===== config.mk =====
export PLATFORM = sky130hd
export DESIGN_NAME = sorted_table_insert_search_delete_unit
export DESIGN_NICKNAME = d
export VERILOG_FILES = /design/src/rtl/core/stsd_pkg.sv /design/src/rtl/core/stsd_ctrl.sv /design/src/rtl/core/stsd_dp.sv /design/src/rtl/core/sorted_table_insert_search_delete_unit.sv
export SDC_FILE = /design/constraint.sdc
export NUM_CORES = 2
export LEC_CHECK = 0
export BUFFER_PORTS_ARGS = -buffer_cell sky130_fd_sc_hd__buf_4
export CAP_MARGIN = 20
export CORE_ASPECT_RATIO = 0.8
export CORE_MARGIN = 8
export CORE_UTILIZATION = 59
export CTS_CLUSTER_DIAMETER = 60
export DETAILED_ROUTE_END_ITERATION = 10
export PLACE_DENSITY = 0.78
export SETUP_SLACK_MARGIN = 0.02
export SYNTH_ARGS = -nofsm -noshare
export SYNTH_HDL_FRONTEND = slang
export SYNTH_HIERARCHICAL = 1
export SYNTH_SLANG_ARGS = --single-unit

===== constraint.sdc =====
create_clock -name clk -period 3.7 [get_ports clk]
set_input_delay 0.74 -clock clk [delete_from_list [all_inputs] [get_ports clk]]
set_output_delay 0.74 -clock clk [all_outputs]
set_load 0.01 [all_outputs]

===== src/rtl/core/stsd_pkg.sv =====
// Shared types, field widths and codes for the sorted table unit.
package stsd_pkg;

	localparam int CAPACITY_DEF   = 16;
	localparam int VALUE_BITS_DEF = 32;

	localparam int KIND_W   = 2;
	localparam int VALUE_W  = 32;
	localparam int STATUS_W = 3;
	localparam int COUNT_W  = 5;
	localparam int OUT_W    = 8;

	typedef enum logic [KIND_W-1:0] {
		KIND_INSERT = 2'd0,
		KIND_SEARCH = 2'd1,
		KIND_DELETE = 2'd2
	} kind_t;

	typedef enum logic [STATUS_W-1:0] {
		ST_INSERTED  = 3'd0,
		ST_FOUND     = 3'd1,
		ST_NOT_FOUND = 3'd2,
		ST_DELETED   = 3'd3,
		ST_EMPTY     = 3'd4,
		ST_FULL      = 3'd5
	} status_t;

	// controller to datapath
	typedef struct packed {
		logic capture;  // register operation and compare vectors
		logic commit;   // update table and count, load result register
	} stsd_cmd_t;

endpackage


===== src/rtl/core/stsd_ctrl.sv =====
// Controller: sequences capture and commit, owns the handshakes.
module stsd_ctrl
	import stsd_pkg::*;
(
	input  logic      clk,
	input  logic      arst_n,
	input  logic      in_valid,
	output logic      in_ready,
	output logic      out_valid,
	input  logic      out_ready,
	output stsd_cmd_t cmd
);

	typedef enum logic [1:0] {
		S_IDLE  = 2'b01,
		S_APPLY = 2'b10
	} state_t;

	state_t state_q, state_d;
	logic   out_valid_q;
	logic   out_free;

	assign in_ready  = (state_q == S_IDLE);
	assign out_valid = out_valid_q;
	assign out_free  = !out_valid_q || out_ready;

	always_comb begin
		state_d     = state_q;
		cmd.capture = 1'b0;
		cmd.commit  = 1'b0;
		unique case (state_q)
			S_IDLE: begin
				if (in_valid) begin
					cmd.capture = 1'b1;
					state_d     = S_APPLY;
				end
			end
			S_APPLY: begin
				// wait until the result register can take the new result
				if (out_free) begin
					cmd.commit = 1'b1;
					state_d    = S_IDLE;
				end
			end
			default: state_d = S_IDLE;
		endcase
	end

	always_ff @(posedge clk or negedge arst_n) begin
		if (!arst_n) begin
			state_q     <= S_IDLE;
			out_valid_q <= 1'b0;
		end else begin
			state_q <= state_d;
			if (cmd.commit) begin
				out_valid_q <= 1'b1;
			end else if (out_ready) begin
				out_valid_q <= 1'b0;
			end
		end
	end

endmodule


===== src/rtl/core/stsd_dp.sv =====
// Datapath: table cells, parallel compare, shift, count and result register.
module stsd_dp
	import stsd_pkg::*;
#(
	parameter int CAPACITY   = CAPACITY_DEF,
	parameter int VALUE_BITS = VALUE_BITS_DEF
) (
	input  logic                clk,
	input  logic                arst_n,
	input  stsd_cmd_t           cmd,
	input  logic [KIND_W-1:0]   kind,
	input  logic [VALUE_W-1:0]  value,
	output logic [STATUS_W-1:0] status,
	output logic [COUNT_W-1:0]  entry_count
);

	localparam int CNT_W = $clog2(CAPACITY + 1);

	logic [VALUE_BITS-1:0] cell_q [CAPACITY];
	logic [CNT_W-1:0]      count_q;

	logic [VALUE_BITS-1:0] val_in;
	logic [CAPACITY-1:0]   lt_now, eq_now;

	kind_t                 kind_s1;
	logic [VALUE_BITS-1:0] val_s1;
	logic [CAPACITY-1:0]   lt_s1, eq_s1;

	logic                  full, empty, hit;
	logic                  do_ins, do_del;
	status_t               status_d;
	logic [CNT_W-1:0]      count_d;
	logic [CNT_W+COUNT_W-1:0] count_ext;

	status_t               status_q;
	logic [COUNT_W-1:0]    entry_count_q;

	// low VALUE_BITS of the operand; sign-extended when the table is wider than the bus
	assign val_in = VALUE_BITS'($signed(value));

	// compare against every valid cell at once; cells past the count read as no match
	for (genvar i = 0; i < CAPACITY; i++) begin : g_cmp
		logic valid;
		assign valid     = (count_q > CNT_W'(i));
		assign lt_now[i] = valid && ($signed(cell_q[i]) < $signed(val_in));
		assign eq_now[i] = valid && (cell_q[i] == val_in);
	end

	always_ff @(posedge clk) begin
		if (cmd.capture) begin
			kind_s1 <= kind_t'(kind);
			val_s1  <= val_in;
			lt_s1   <= lt_now;
			eq_s1   <= eq_now;
		end
	end

	assign full  = (count_q == CNT_W'(CAPACITY));
	assign empty = (count_q == '0);
	assign hit   = |eq_s1;

	always_comb begin
		do_ins   = 1'b0;
		do_del   = 1'b0;
		count_d  = count_q;
		status_d = ST_NOT_FOUND;
		case (kind_s1)
			KIND_INSERT: begin
				if (full) begin
					status_d = ST_FULL;
				end else begin
					do_ins   = 1'b1;
					count_d  = count_q + 1'b1;
					status_d = ST_INSERTED;
				end
			end
			KIND_DELETE: begin
				if (empty) begin
					status_d = ST_EMPTY;
				end else if (hit) begin
					do_del   = 1'b1;
					count_d  = count_q - 1'b1;
					status_d = ST_DELETED;
				end
			end
			default: status_d = hit ? ST_FOUND : ST_NOT_FOUND;
		endcase
	end

	// Table is sorted, so lt_s1 is a run of ones from cell 0: the first clear bit
	// is the insert slot and, on a hit, also the first equal entry.
	for (genvar i = 0; i < CAPACITY; i++) begin : g_cell
		always_ff @(posedge clk) begin
			if (cmd.commit && !lt_s1[i]) begin
				if (do_ins) begin
					if (i == 0) begin
						cell_q[i] <= val_s1;
					end else if (lt_s1[(i == 0) ? 0 : i - 1]) begin
						cell_q[i] <= val_s1;
					end else begin
						cell_q[i] <= cell_q[(i == 0) ? 0 : i - 1];
					end
				end else if (do_del && (i < CAPACITY - 1)) begin
					cell_q[i] <= cell_q[(i < CAPACITY - 1) ? i + 1 : i];
				end
			end
		end
	end

	assign count_ext = {{COUNT_W{1'b0}}, count_d};

	always_ff @(posedge clk or negedge arst_n) begin
		if (!arst_n) begin
			count_q <= '0;
		end else if (cmd.commit) begin
			count_q <= count_d;
		end
	end

	always_ff @(posedge clk) begin
		if (cmd.commit) begin
			status_q      <= status_d;
			entry_count_q <= count_ext[COUNT_W-1:0];
		end
	end

	assign status      = status_q;
	assign entry_count = entry_count_q;

endmodule


===== src/rtl/core/sorted_table_insert_search_delete_unit.sv =====
// Sorted table unit: keeps signed values in ascending order; insert, search, delete.
//
// Each input transaction is one operation and yields exactly one result transaction.
// An operation has a capture step and a commit step: in the accept cycle the operand is
// compared with all stored entries in parallel and the compare vectors are registered;
// in the commit step the table shifts in one step, the count updates and the result
// register loads. No new operation is taken until the current one has committed, and a
// waiting result holds the commit step until the result register frees up. Code 3 in kind
// acts as a search. Only the low VALUE_BITS bits of value are used, read as signed.
module sorted_table_insert_search_delete_unit
	import stsd_pkg::*;
#(
	parameter int CAPACITY   = CAPACITY_DEF,
	parameter int VALUE_BITS = VALUE_BITS_DEF
) (
	input  logic               clk,
	input  logic               arst_n,
	input  logic               s_axis_tvalid,
	output logic               s_axis_tready,
	input  logic [VALUE_W-1:0] s_axis_tdata,   // [31:0] value
	input  logic [KIND_W-1:0]  s_axis_tuser,   // [1:0] kind
	output logic               m_axis_tvalid,
	input  logic               m_axis_tready,
	output logic [OUT_W-1:0]   m_axis_tdata    // [2:0] status, [7:3] entry_count
);

	stsd_cmd_t             cmd;
	logic [STATUS_W-1:0]   status;
	logic [COUNT_W-1:0]    entry_count;

	stsd_ctrl u_ctrl (
		.clk       (clk),
		.arst_n    (arst_n),
		.in_valid  (s_axis_tvalid),
		.in_ready  (s_axis_tready),
		.out_valid (m_axis_tvalid),
		.out_ready (m_axis_tready),
		.cmd       (cmd)
	);

	stsd_dp #(
		.CAPACITY   (CAPACITY),
		.VALUE_BITS (VALUE_BITS)
	) u_dp (
		.clk         (clk),
		.arst_n      (arst_n),
		.cmd         (cmd),
		.kind        (s_axis_tuser),
		.value       (s_axis_tdata),
		.status      (status),
		.entry_count (entry_count)
	);

	assign m_axis_tdata = {entry_count, status};

endmodule


Yosys cells after proc, flatten, opt, wreduce, memory -nomap -nowiden --
Memories as Yosys holds them, arrays and structs flattened. Index checks and enable logic that the tools add are counted.
Cells by class: reductions and logical operators 71, $add $sub $neg 2, equality and inequality tests 22, bitwise logic cells 30, muxes and demuxes 208, magnitude comparators 32
Operator list (count):
- $mux W32 | 30
- $eq A32 B32 Y1 | 16
- $lt A32 B32 Y1 | 16
- $mux W1 | 167
- $logic_and A1 B1 Y1 | 48
- $gt A5 B4 Y1 const B | 8
- $or A1 B1 Y1 | 30
- $gt A5 B3 Y1 const B | 4
- $logic_not A1 Y1 | 17
- $reduce_or A16 Y1 | 1
- $mux W5 | 3
- $gt A5 B1 Y1 const B | 2
- $gt A5 B2 Y1 const B | 2
- $pmux W5 S2 | 1
- $mux W2 | 3
- $mux W3 | 2
- $pmux W3 S2 | 1
- $add A5 B1 Y5 const B | 1
- $eq A5 B5 Y1 const B | 1
- $logic_not A5 Y1 | 1
- $sub A5 B1 Y5 const B | 1
- $eq A2 B2 Y1 const B | 2
- $pmux W2 S2 | 1
- $eq A2 B1 Y1 const B | 1
- 6 further kinds | 6
Word-level totals: input port bits 38, logic and storage cells 375, memories 1, memory bits (writable) 512, register bits 82, output and inout bits 10
Memories:
- u_dp.cell_q | words 16, bits a word 32, rd ports 16, clocked after Yosys merged registers in 0, write ports 16, line stsd_dp.sv:19 | logic [VALUE_BITS-1:0] cell_q [CAPACITY];

Longest topological paths before layout --
depth after elaboration 9, gate-level depth with buffers 12

Cells and area by module --
The synthesis kept the hierarchy.
By module, submodules not included:
- stsd_dp | instances 1, sequential area each 17722.0 sq um, area an instance 40181.0 sq um, cells each 3723
- stsd_ctrl | instances 1, sequential area each 76.3 sq um, area an instance 130.1 sq um, cells each 11

Worst setup path before layout --
No wires, ideal clock.
kind input port to flip-flop, start in m_axis_tready, end mem u_dp/cell_q[0][0] (netlist name) (enable), arrival time 3653 ps, required time 3279 ps, slack -374 ps, stages on the path 8, cell sequence nand2b_1 > nor2b_1 > buf_2 > nand2_1 > or2_2 > buf_2 > buf_2 > nor2_1
RTL lines:
- start, declared | line sorted_table_insert_search_delete_unit.sv:23 | input logic m_axis_tready,
- end, declared | line stsd_dp.sv:19

==> results.cfg <==
[sta]
drv_slew = 0
skew_ps = 31.5
tns_ps = 0
fin_crit_ps = 3080
fmax_mhz = 324
whs_ps = 302
period_share = 0.834
layout_setup_ws_ps = 615
finalHoldViolCount = 0
setup_violations = 0
slew_headroom = 0.266
max_slew.worst_pin.slew_ps = 1100
rsz0062_at_grt = false

[floorplan]
core_mm2 = 0.0674
dieWidth_um = 308
die-area_mm2 = 0.0770
start_util = 0.598
rows = 85
die_h_um = 250
pin_count = 48

[logic_synthesis]
syn_area_mm2 = 0.0403
yosysWarnings = 6
synth_ff_type = edfxtp_1
synthArstFlopShare = 0.0135
synthCells = 3734
synthDistinctLibCells = 71
synth-seq-cells = 594
synth_edf_count = 586
yosysTopAreaCellShare = 0.437
seq_area_frac_synth = 0.442
synth.net_count = 4290
avgSynthCellArea_um2 = 10.8
yosysTopAreaCell = edfxtp_1
yosys-top-cells-area = edfxtp_1 (44%), ha_1 (16%), mux2i_1 (10%)

[detailed_routing]
vias_per_cell = 6.42
vias = 30400
first_pass_iters = 6
wl_per_cell_um = 23.1
drc = 0
antenna_left = 0
initialDrtViolationCount = 3383
drt-total-wl_um = 110000

[grt]
grt_usage = 0.277
grt_max_degree = 68
antenna_found_initial = 2
grt_pass1_vias = 29200
grt_first_pass_wirelength_um = 169000
overflow = 0

[job]
maxCapViolCount = 0

[power]
powerDensity_mw_per_mm2 = 397
ir_drop_mv = 0.418
leakagePower_nw = 16.7

[place]
port-buffer-count = 47
dp_hpwl_um = 83500
placed_cell_area_mm2 = 0.0418
routabilityCongestion = 0.922
pre_cts_slack_ps = 187

[cells_and_area]
area_growth_pct = 9.08
drive_above_1_share = 0.0987
nFillCells = 5234
diodes = 0
utilization = 0.652
design_area_mm2 = 0.0440
final_nets = 4337

[setup_path]
cp-end-kind = flop
cp.arrival_ps = 3310
critical_path_class = reg2reg
required_ps = 3920
worstPathMaxFanout = 32
start_kind = flop

[clock_network]
cts_made_buffers = 69
cts.path.max_buffers = 3
clk-insertion-delay-late_ps = 620
htree_levels = 3
cts_num_sinks = 594
holdBufCountCts = 1
clkTransAtPathRegs_ps = 60
cts-root-buf = clkbuf_16
post_cts_resize_count = 0
cts_tree = built
post_cts_buffers = 0

[min_path]
hold_class = in2reg

[status]
status = completed
[flip-flops by register name, summed over array words and instances (netlist names), 2 cells and up]
| signal | flops |
|---|---|
| u_dp/cell_q | 512 |
| u_dp/val_s1 | 32 |
| u_dp/eq_s1 | 16 |
| u_dp/lt_s1 | 16 |
| u_dp/count_q | 5 |
| u_dp/entry_count | 5 |
| u_dp/status | 3 |
| u_ctrl/state_q | 2 |
| u_dp/kind_s1 | 2 |
[path summary, 6_finish.rpt]
kind | depth (start not counted) | to | startpoint | slack, ps
min in group asynchronous | 2 | u_dp/count_q[0]$_DFFE_PN0P_ | arst_n | 510
hold reg to reg | 2 | u_ctrl/out_valid$_DFFE_PN0P_ | u_ctrl/out_valid$_DFFE_PN0P_ | 550
max in group asynchronous | 2 | u_ctrl/state_q[0]$_DFFE_PN1P_ | arst_n | 2970
hold / removal | 2 | u_ctrl/state_q[0]$_DFFE_PN1P_ | s_axis_tvalid | 300
setup / recovery | 8 | u_dp/cell_q[1][170]$_DFFE_PP_ | u_dp/count_q[1]$_DFFE_PN0P_ | 620
setup reg to reg | 8 | u_dp/cell_q[1][170]$_DFFE_PP_ | u_dp/count_q[1]$_DFFE_PN0P_ | 620
[worst max-delay path: stages, from the launching register on]
cell and delay [ps]:
dfrtp_1 350, inv_1 110, ha_1 230, or3b_4 290, nor2_1 60, a22o_1 270
or2_2 330, buf_12 190, nor2_4 850
[layout by cell type (no fill, tap or decap), drive strengths merged, types with 15 or more instances in the layout]
master and count:
nor4 15, nand2 197, a21o 47, or2 15, mux2i 420, nand4 74
inv 64, nand3 51, o21ai 73, a22oi 32, edfxtp 586, clkbuf 95
clkinv 17, o211ai 20, nor2 478, and4 36, buf 171, mux2 67
ha 518, nor2b 21, nor3 48, a21oi 613, o21a 15, a221oi 28
[power breakdown]
part	leakage [nW]	internal (mW)	switching [mW]	total, mW
clock	1.01	3.81	2.75	6.56
combinational	10.3	1.08	1.63	2.71
sequential	5.42	7.77	0.408	8.18
total	16.7	12.7	4.78	17.4
[area by class of cell]
class / count / area, um^2 / share of cell area
Multi-Input combinational cell: 2882 / 21300 / 0.484
Timing Repair Buffer: 172 / 1410 / 0.0320
Clock buffer: 95 / 1880 / 0.0427
Clock inverter: 24 / 215 / 0.00489
Sequential cell: 594 / 17800 / 0.405
Tap cell: 913 / 1140 / 0.0260
Inverter: 62 / 233 / 0.00529
[routing by layer]
metal | part of all wire | track usage | wire length [um] | up-vias
met4 | 0.029 | 0.0847 | 3210 | 0
met3 | 0.11 | 0.0481 | 11900 | 182
met2 | 0.43 | 0.410 | 46600 | 1532
met5 | 0 | 0 | 0 | -
met1 | 0.44 | 0.411 | 47900 | 14400
li1 | - | - | - | 14300
[cell families (layout without fill, tap and decap cells)]
family                     count (synthesis)  count (layout)  synth area share
and+or+nand+nor                          990             990             0.116
AOI/OAI and AO/OA                        883             883             0.124
DFF                                      594             594             0.442
adders and majority gates                518             518             0.161
muxes                                    487             487             0.123
buffers and inverters                    258             353            0.0340
xor gates and xnor gates                   4               4          0.000869
[metrics by stage]
stage | std cells | power (mW)
6_report | 4742 | 17.4
5_1_grt | 4742 | 18.1
4_1_cts | 4741 | 17.4
3_5_place_dp | 4621 | 10.9
3_3_place_gp | 4620 | 10.8
2_1_floorplan | 3734 | 9.94
[Yosys cell counts, types with 4 or more instances]
cell        n
buf_2      82
or2_2      14
o21ai_0    73
o31a_1      8
edfxtp_1  586
buf_6      29
buf_1       7
a21boi_0   11
o31ai_1     5
a22oi_1    32
mux2_2     67
ha_1      518
inv_1      62
a31oi_1     4
a21o_1     47
nor3_4      9
clkbuf_1   68
or4_1       7
and4_1     36
a221o_1    10
mux2i_1   420
nand3_1    51
nand2_1   197
nor3_1     36
nor2_1    477
a21oi_1   613
dfrtp_1     7
nor2b_1    21
nor4_1     15
and3_1      6
buf_4       5
nand4_1    74
nand2b_1   12
or3_1      11
o211ai_1   19
a221oi_1   28
o21a_1     15
Power figures use the tool's default switching activity.
